**src/sv/udrb_pkg.sv**
```systemverilog
// Shared constants, types and pointer helpers for the dual UART ring buffer.
package udrb_pkg;

    localparam int TX_DEPTH = 128;
    localparam int RX_DEPTH = 128;

    localparam int TX_PW = $clog2(TX_DEPTH);
    localparam int RX_PW = $clog2(RX_DEPTH);

    typedef logic [TX_PW-1:0] t_tx_ptr;
    typedef logic [RX_PW-1:0] t_rx_ptr;
    typedef logic [2:0]       t_action;
    typedef logic [7:0]       t_byte;

    localparam t_action ACT_PUT   = 3'd0;
    localparam t_action ACT_GET   = 3'd1;
    localparam t_action ACT_RECV  = 3'd2;
    localparam t_action ACT_SLOT  = 3'd3;
    localparam t_action ACT_CLEAR = 3'd4;

    localparam t_tx_ptr TX_LAST = t_tx_ptr'(TX_DEPTH - 1);
    localparam t_rx_ptr RX_LAST = t_rx_ptr'(RX_DEPTH - 1);

    // Ring indices wrap at the last entry, so depths need not be powers of two.
    function automatic t_tx_ptr tx_adv(input t_tx_ptr p);
        return (p == TX_LAST) ? '0 : p + t_tx_ptr'(1);
    endfunction

    function automatic t_rx_ptr rx_adv(input t_rx_ptr p);
        return (p == RX_LAST) ? '0 : p + t_rx_ptr'(1);
    endfunction

endpackage

```
**src/sv/uart_dual_ring_buffer.sv**
```systemverilog
// Dual byte ring buffer between an application and a serial transmitter/receiver.
//
// Requests enter on start with i_action, i_data_byte and i_tx_busy. busy is held low,
// so a request is taken on every clock edge at which start is high.
// Actions: application put into the transmit ring, application get from the receive
// ring, received byte into the receive ring, transmitter slot taking the oldest
// transmit byte, and clear of all pointers and the drop counter.
// Each ring keeps one slot empty and so holds at most depth minus one bytes.
// The request is registered, decided against the ring pointers in the next cycle
// while the ring memory is read; the result then passes into the result register and shows
// for exactly one cycle, marked by o_done. One request per cycle is sustained; the
// memory port read for the oldest byte is the only registered lookup in the path.
// The receiver must take each result in its strobe cycle; nothing is held back.
// A synchronous active-low reset empties both rings, zeroes the drop counter and
// discards any request in flight. Memory contents are not cleared: only entries
// between read and write pointers are ever handed out.
module uart_dual_ring_buffer
    import udrb_pkg::*;
(
    input  logic        i_clk,
    input  logic        i_rst_n,
    input  logic        start,
    output logic        busy,
    input  logic [2:0]  i_action,
    input  logic [7:0]  i_data_byte,
    input  logic        i_tx_busy,
    output logic        o_done,
    output logic        o_accepted,
    output logic [7:0]  o_byte_out,
    output logic        o_byte_valid,
    output logic        o_tx_irq_enable,
    output logic        o_tx_pending,
    output logic [31:0] o_drop_count
);

    // Request register.
    logic    r_in_valid;
    t_action r_action;
    t_byte   r_data;
    logic    r_in_busy;

    // Ring state.
    t_tx_ptr     r_tx_wp, n_tx_wp, r_tx_rp, n_tx_rp;
    t_rx_ptr     r_rx_wp, n_rx_wp, r_rx_rp, n_rx_rp;
    logic [31:0] r_drop, n_drop;

    // Result register.
    logic r_done, r_acc, n_acc, r_bvalid, n_bvalid, r_sel_rx, n_sel_rx, r_res_busy;

    logic  tx_we, rx_we;
    t_byte tx_q, rx_q;

    assign busy = 1'b0;

    always_ff @(posedge i_clk) begin
        if (!i_rst_n) begin
            r_in_valid <= 1'b0;
        end else begin
            r_in_valid <= start && !busy;
        end
        r_action  <= i_action;
        r_data    <= i_data_byte;
        r_in_busy <= i_tx_busy;
    end

    always_comb begin
        n_tx_wp  = r_tx_wp;
        n_tx_rp  = r_tx_rp;
        n_rx_wp  = r_rx_wp;
        n_rx_rp  = r_rx_rp;
        n_drop   = r_drop;
        n_acc    = 1'b0;
        n_bvalid = 1'b0;
        n_sel_rx = 1'b0;
        tx_we    = 1'b0;
        rx_we    = 1'b0;
        if (r_in_valid) begin
            unique case (r_action)
                ACT_PUT: begin
                    if (tx_adv(r_tx_wp) != r_tx_rp) begin
                        tx_we   = 1'b1;
                        n_tx_wp = tx_adv(r_tx_wp);
                        n_acc   = 1'b1;
                    end
                end
                ACT_GET: begin
                    if (r_rx_rp != r_rx_wp) begin
                        n_rx_rp  = rx_adv(r_rx_rp);
                        n_acc    = 1'b1;
                        n_bvalid = 1'b1;
                        n_sel_rx = 1'b1;
                    end
                end
                ACT_RECV: begin
                    if (rx_adv(r_rx_wp) == r_rx_rp) begin
                        n_drop = r_drop + 32'd1;
                    end else begin
                        rx_we   = 1'b1;
                        n_rx_wp = rx_adv(r_rx_wp);
                        n_acc   = 1'b1;
                    end
                end
                ACT_SLOT: begin
                    if (r_tx_rp != r_tx_wp) begin
                        n_tx_rp  = tx_adv(r_tx_rp);
                        n_acc    = 1'b1;
                        n_bvalid = 1'b1;
                    end
                end
                ACT_CLEAR: begin
                    n_tx_wp = '0;
                    n_tx_rp = '0;
                    n_rx_wp = '0;
                    n_rx_rp = '0;
                    n_drop  = '0;
                end
                default: begin
                end
            endcase
        end
    end

    always_ff @(posedge i_clk) begin
        if (!i_rst_n) begin
            r_tx_wp <= '0;
            r_tx_rp <= '0;
            r_rx_wp <= '0;
            r_rx_rp <= '0;
            r_drop  <= '0;
            r_done  <= 1'b0;
        end else begin
            r_tx_wp <= n_tx_wp;
            r_tx_rp <= n_tx_rp;
            r_rx_wp <= n_rx_wp;
            r_rx_rp <= n_rx_rp;
            r_drop  <= n_drop;
            r_done  <= r_in_valid;
        end
        r_acc      <= n_acc;
        r_bvalid   <= n_bvalid;
        r_sel_rx   <= n_sel_rx;
        r_res_busy <= r_in_busy;
    end

    // Both memories are read at their read pointer every cycle, so the oldest byte
    // lands in the read register at the same edge as the result.
    udrb_ram #(.WIDTH(8), .DEPTH(TX_DEPTH)) u_tx_ram (
        .i_clk   (i_clk),
        .i_we    (tx_we),
        .i_waddr (r_tx_wp),
        .i_wdata (r_data),
        .i_raddr (r_tx_rp),
        .o_rdata (tx_q)
    );

    udrb_ram #(.WIDTH(8), .DEPTH(RX_DEPTH)) u_rx_ram (
        .i_clk   (i_clk),
        .i_we    (rx_we),
        .i_waddr (r_rx_wp),
        .i_wdata (r_data),
        .i_raddr (r_rx_rp),
        .o_rdata (rx_q)
    );

    // Pointers and counter already hold the state after the reported request.
    assign o_done          = r_done;
    assign o_accepted      = r_acc;
    assign o_byte_valid    = r_bvalid;
    assign o_byte_out      = r_bvalid ? (r_sel_rx ? rx_q : tx_q) : 8'h00;
    assign o_tx_irq_enable = r_tx_rp != r_tx_wp;
    assign o_tx_pending    = (r_tx_rp != r_tx_wp) || r_res_busy;
    assign o_drop_count    = r_drop;

endmodule

```
**src/sv/udrb_ram.sv**
```systemverilog
// Generic single-write, single-read RAM with registered read data.
module udrb_ram #(
    parameter int WIDTH = 8,
    parameter int DEPTH = 128
) (
    input  logic                     i_clk,
    input  logic                     i_we,
    input  logic [$clog2(DEPTH)-1:0] i_waddr,
    input  logic [WIDTH-1:0]         i_wdata,
    input  logic [$clog2(DEPTH)-1:0] i_raddr,
    output logic [WIDTH-1:0]         o_rdata
);

    logic [WIDTH-1:0] r_mem [DEPTH];
    logic [WIDTH-1:0] r_rdata;

    always_ff @(posedge i_clk) begin
        if (i_we) begin
            r_mem[i_waddr] <= i_wdata;
        end
        r_rdata <= r_mem[i_raddr];
    end

    assign o_rdata = r_rdata;

endmodule

```
**config.mk**
```make
export PLATFORM = sky130hd
export DESIGN_NAME = uart_dual_ring_buffer
export DESIGN_NICKNAME = d
export VERILOG_FILES = /design/src/sv/udrb_pkg.sv /design/src/sv/uart_dual_ring_buffer.sv /design/src/sv/udrb_ram.sv
export SDC_FILE = /design/constraint.sdc
export NUM_CORES = 2
export LEC_CHECK = 0
export ABC_CLOCK_PERIOD_IN_PS = 4100
export BUFFER_PORTS_ARGS = -buffer_cell sky130_fd_sc_hd__buf_2
export CORE_MARGIN = 1
export CORE_UTILIZATION = 35
export DETAILED_ROUTE_END_ITERATION = 8
export PLACE_DENSITY = 0.51
export RECOVER_POWER = 50
export SLEW_MARGIN = 25
export SYNTH_ARGS = -nofsm -noshare
export SYNTH_HDL_FRONTEND = slang
export SYNTH_SLANG_ARGS = --single-unit
export TNS_END_PERCENT = 5
```
**constraint.sdc**
```tcl
create_clock -name i_clk -period 4.1 [get_ports i_clk]
set_input_delay 0.615 -clock i_clk [delete_from_list [all_inputs] [get_ports i_clk]]
set_output_delay 0.615 -clock i_clk [all_outputs]
set_load 0.02 [all_outputs]
```
=== Word-level counts from Yosys, hierarchy flattened ===
Memory sizes are Yosys's and may differ from the RTL's. A register that Yosys moved wholly into a read port is not among the register bits.
Cells that the tools add are included.

* Register bits after elaboration: 78
* Memory bits (writable): 2048
* Input bits: 15
* Output and inout bits: 46
* Word-level logic and storage cells: 80
* Memories kept: 2

* Add/sub/neg operators: 5
* Equality and inequality tests: 17
* Multiplexer cells: 30
* Reduce and logical (&&, ||, !) cells: 12

{| class="wikitable"
|+ Memories
! name !! depth !! width !! rd ports !! clocked after Yosys merged registers in !! wr ports !! RTL line !! RTL
|-
| u_rx_ram.r_mem || 128 || 8 || 1 || 1 || 1 || udrb_ram.sv:14 || <nowiki>logic [WIDTH-1:0] r_mem [DEPTH];</nowiki>
|-
| u_tx_ram.r_mem || 128 || 8 || 1 || 1 || 1 || udrb_ram.sv:14 ||
|}

{| class="wikitable"
|+ Operators with widths
! operator !! number
|-
| one-hot mux 32 bit (2 select lines) || 1
|-
| two-way mux 7 bit || 8
|-
| one-hot mux 7 bit (2 select lines) || 4
|-
| adder 32 x 1 -> 32 bit (second input constant) || 1
|-
| two-way mux 32 bit || 1
|-
| adder 7 x 1 -> 7 bit (second input constant) || 4
|-
| == test 7 bit (second input constant) || 4
|-
| inequality test 7 bit || 3
|-
| two-way mux 8 bit || 2
|-
| AND reduction 3 bit || 5
|-
| two-way mux 1 bit || 12
|-
| inequality test 2 bit (second input constant) || 5
|-
| nonzero test 2 bit || 4
|-
| == test 7 bit || 1
|-
| == test 3 x 2 -> 1 bit (second input constant) || 2
|-
| one-hot mux 1 bit (4 select lines) || 1
|-
| == test 3 x 1 -> 1 bit (second input constant) || 1
|-
| == test 3 bit (second input constant) || 1
|-
| logical NOT 3 bit || 1
|-
| one-hot mux 1 bit (2 select lines) || 1
|-
| AND reduction 2 bit || 1
|-
| logical OR 1 bit || 1
|}

=== Logic depth before layout (Yosys ltp) ===
* Depth after elaboration: 8
* Depth in mapped cells: 12
* Depth with buffers taken out: 8

=== Cells and area by module ===
From an unflattened synthesis, not the netlist that was laid out.

* Cell total of the unflattened synthesis: 3797
* Area, all modules: 83647.7 µm²

{| class="wikitable"
|+ By module, submodules not included
! module !! times used !! cells each !! area an instance (µm²)
|-
| udrb_ram || 2 || 1635 || 39665.5
|-
| uart_dual_ring_buffer || 1 || 527 || 4316.6
|}

=== Worst setup path after synthesis ===
OpenSTA, ideal clock, no wires.

* Kind: reg2reg
* From: register r_data[0]
* To: memory u_rx_ram.r_mem[0][0], data pin
* Setup time: 0.852 ns
* Arrival: 3.382 ns
* Required time: 3.248 ns
* Slack: -0.134 ns
* Stages on the path, launching flop included: 1
* Path buffers: 0
* Cells stage by stage: dfxtp_1

{| class="wikitable"
|+ RTL lines
! element !! RTL line !! RTL
|-
| from (decl) || uart_dual_ring_buffer.sv:39 || <nowiki>t_byte r_data;</nowiki>
|-
| from (signal assigned) || uart_dual_ring_buffer.sv:62 || <nowiki>r_data <= i_data_byte;</nowiki>
|-
| to (decl) || udrb_ram.sv:14 ||
|}

Straight into the memory's write port.

=== Worst setup path in the final report ===
* From: register r_rx_wp[0]
* To: memory u_rx_ram.r_mem[85][0], enable pin

* Word-level cells in the longest chain between the ends: 8

{| class="wikitable"
|+ Ends and longest elaborated chain
! element !! RTL line !! RTL
|-
| from (decl) || uart_dual_ring_buffer.sv:44 || <nowiki>t_rx_ptr r_rx_wp, n_rx_wp, r_rx_rp, n_rx_rp;</nowiki>
|-
| from (signal assigned) || uart_dual_ring_buffer.sv:134 || <nowiki>r_rx_wp <= n_rx_wp;</nowiki>
|-
| adder 7 x 1 -> 7 bit or == test 7 bit (tied branches) || udrb_pkg.sv:30 || <nowiki>return (p == RX_LAST) ? '0 : p + t_rx_ptr'(1);</nowiki>
|-
| two-way mux 7 bit || udrb_pkg.sv:30 ||
|-
| == test 7 bit || uart_dual_ring_buffer.sv:95 || <nowiki>if (rx_adv(r_rx_wp) == r_rx_rp) begin</nowiki>
|-
| two-way mux 1 bit || uart_dual_ring_buffer.sv:95 ||
|-
| two-way mux 1 bit || uart_dual_ring_buffer.sv:78 || <nowiki>unique case (r_action)</nowiki>
|-
| two-way mux 1 bit || uart_dual_ring_buffer.sv:77 || <nowiki>if (r_in_valid) begin</nowiki>
|-
| two-way mux 1 bit || udrb_ram.sv:18 || <nowiki>if (i_we) begin</nowiki>
|-
| two-way mux 1 bit (not written as such) || udrb_ram.sv:19 || <nowiki>r_mem[i_waddr] <= i_wdata;</nowiki>
|}

Several ways; a longest one is shown, not always the timed one.

==> impl_results.md <==
* Status: complete, but fails checks
* Failing checks: capacitance limit, slew limit
* Avg Cell Area, Syn at 21.4 um2
* Gr usage total at 0.172
* Row count at approximately 180
* Synthesized flop and latch total at 2,142
* Clk buf depth at 3
* Die X at 490 um
* Final Max Tran Viols at 606
* Setup CP Type: flip-flop to flip-flop
* Worst Skew at 24.5 ps
* Cell Pwr Density at 470 nW/um2
* IO buf count at 59
* WL final at about 210,000 um
* TritonCTS Buffers at 218
* Worst skew pair latency at 850 ps
* P_leak at ~28 nW
* Via count at between 30,000 and 40,000
* Inst Count DP at about 7,000
* H-tree depth at 4
* Hold WC Path Type: flip-flop to flip-flop
* Detail Route Antenna Nets at 0
* Netlist cell types at 73
* Unrepaired setup endpoints after global routing: false
* First-pass GRT wire length at 302,000 um
* Die height at slightly below 500 um
* Post-synthesis cell area at around 83,000 um2
* Final Hold Vio Count at 0
* Gate Count Post-Synth at 3,898
* Worst Setup End Kind: flip-flop
* Worst Setup Start Kind: flip-flop
* Largest net degree at the start of global routing at 128
* Worst Max-Slew Pin Slew at 3290 ps
* Final setup viols at 0
* Final period util at 0.925
* Layout cells sized above 1 at 0.265
* Initial Utilization at 0.354
* Req. time, crit path at 4630 ps
* Slew HR at -1.19
* Die footprint at 241,000 um2
* CP arrival at 4320 ps
* Final Power at 44.9 mW
* # IOs at 61
* Number of flops mapped to enable cells by yosys at 2,048
* Max FO, Critical Path at 21
* Initial antenna violation count at 4
* TritonRoute pass-1 iters at 7
* Hpwl dp at approximately 120,000 um
* Fmax at 0.264 GHz
* Maxcap violations at 12
* Total Neg Setup Slack at 0 ps
* Vias/cell at about 5.3
* Seq/Total Area, Yosys at 0.759
* Synth-to-layout area growth at 14.5%
* Final #Nets at slightly above 4,000
* Final GP Congestion at 0.810
* Post-layout min period at between 3000 and 4000 ps
* Ys flop type: edfxtp_1
* Clock root buffer: clkbuf_16
* Average wire per standard cell at around 28 um
* Synth Warn # at 0
* Filler cells at 20,756
* Clock transition at the registers of the reported paths at 60 ps
* Fin Hold WS at 328 ps
* CTS sink cnt at 2,142
* Total grt overflow at 0
* Post-synthesis net count at between 3,000 and 4,000
* CTS tree: built
* Async S/R FF share, synth at 0
* Core ar. at ~240,000 um2
* Finished Layout Cells at 7,445
* Vias in the first global route at 40,817
* # DRC at 0
* Peak VDD IR at 0.422 mV
* Post-CTS Setup Bufs at 0
* Final core utilization at 0.405
* Initial drt markers at 3,860
-- sequential cells by signal, summed over array words and instances (netlist names) --
name	cells
r_tx_wp	7
u_rx_ram.o_rdata	8
r_data	8
r_res_busy	1
o_accepted	1
u_tx_ram.o_rdata	8
u_rx_ram.r_mem	1024
o_byte_valid	1
r_sel_rx	1
r_rx_wp	7
u_tx_ram.r_mem	1024
r_tx_rp	7
r_in_busy	1
o_done	1
r_in_valid	1
r_rx_rp	7
o_drop_count	32
r_action	3
-- repair_timing --
action,CTS,global route
hold endpoints to repair,13,0
endpoints found under the setup margin,2,42
pin swaps,0,0
hold buffers,13,0
gates resized for setup,3,2
-- cells in the mapped netlist, types with 5 or more instances --
cell / count / area share
a221oi_1: 10 / 0.0010
nand3b_1: 11 / 0.00099
o22ai_1: 50 / 0.0037
nand2b_1: 11 / 0.00082
nand3_1: 46 / 0.0028
clkbuf_1: 115 / 0.0052
nor4_1: 19 / 0.0014
a21oi_1: 35 / 0.0021
nand4b_1: 6 / 0.00063
or2_2: 7 / 0.00052
nor3_1: 54 / 0.0032
or4_1: 11 / 0.00099
and2_1: 10 / 0.00075
nand4_1: 16 / 0.0012
mux4_2: 616 / 0.17
o21ai_0: 20 / 0.0012
nor2_1: 273 / 0.012
o21a_1: 8 / 0.00072
nand2_1: 68 / 0.0031
o31ai_1: 13 / 0.0012
or3_1: 16 / 0.0012
ha_1: 5 / 0.00075
buf_1: 23 / 0.0010
xnor2_1: 7 / 0.00073
o211ai_1: 6 / 0.00054
mux2i_1: 58 / 0.0070
edfxtp_1: 2048 / 0.74
and3_1: 11 / 0.00082
dfxtp_1: 94 / 0.023
xor2_1: 25 / 0.0026
a22oi_1: 9 / 0.00081
a22o_1: 11 / 0.0012
nor2b_1: 25 / 0.0019
buf_2: 92 / 0.0055
inv_1: 10 / 0.00045
-- critical path, cell delays in order, from the launching register on --
cell and delay, ps:
dfxtp_1 670, ha_1 350, xor2_1 150, a211o_1 260, or4_4 590, a21oi_4 210, a21oi_2 70, buf_4 220
nand4b_1 100, buf_4 480, nor2_1 340
-- layout make-up --
class / instances / area (um2) / area share
antenna: 1 / 2.50 / 0.0000262
clock buffer: 272 / 5830 / 0.0610
clock inverter: 137 / 1440 / 0.0150
inverter: 10 / 37.5 / 0.000393
multi-input combinational: 1511 / 19100 / 0.200
sequential: 2142 / 63400 / 0.663
tap: 3150 / 3940 / 0.0412
timing repair buffer: 222 / 1890 / 0.0197
-- logic make-up after synthesis --
logic type,Yosys count,share of synthesized area
buf+inv,245,0.0127
flops,2142,0.759
other cells,1,0.0000449
compound gates,195,0.0160
mux,675,0.173
fa+ha+maj,5,0.000749
simple gates,603,0.0348
xor+xnor,32,0.00336
-- per-layer routing --
layer,global-route usage,part of all wire,vias to the layer above
met1,0.238,0.43,21305
met5,0,0,-
li1,-,-,16792
met4,0.0396,0.019,0
met3,0.0256,0.048,249
met2,0.286,0.50,1052
-- power breakdown --
part	switching (mW)	internal, mW	total [mW]
Clock	8.41	11.7	20.1
Combinational	0.508	0.230	0.738
Sequential	0.0926	24.0	24.1
-- per-stage QoR --
| stage | cell area [um2] | setup WS, ps |
|---|---|---|
| finish | 95600 | 309 |
| floorplan | 83500 | 1060 |
| CTS | 95800 | 81.1 |
| global placement | 88300 | 299 |
| detailed placement | 88400 | 249 |
| global route | 95600 | 42.9 |
-- path summary, 6_finish.rpt --
| path | start | end | depth (start not counted) | slack, ps |
|---|---|---|---|---|
| worst max register to register | r_rx_wp[0] | u_rx_ram.r_mem[85][0] | 10 | 310 |
| worst min register to register | r_in_busy | r_res_busy | 0 | 330 |
| worst max-delay path | r_rx_wp[0] | u_rx_ram.r_mem[85][0] | 10 | 310 |
| worst min-delay path | r_in_busy | r_res_busy | 0 | 330 |
-- cell usage in the layout, fill, tap and decap left out, types with 40 or more instances in the layout --
master	n
clkinv_1	45
o22ai_1	50
mux2i_1	58
buf_4	102
clkinv_2	40
edfxtp_1	2048
nand3_1	46
clkbuf_16	223
nand2_1	68
dfxtp_1	87
nor3_1	52
nor2_1	273
mux4_2	616
clkbuf_1	86
No activity file was read; power rests on OpenSTA's default activity.
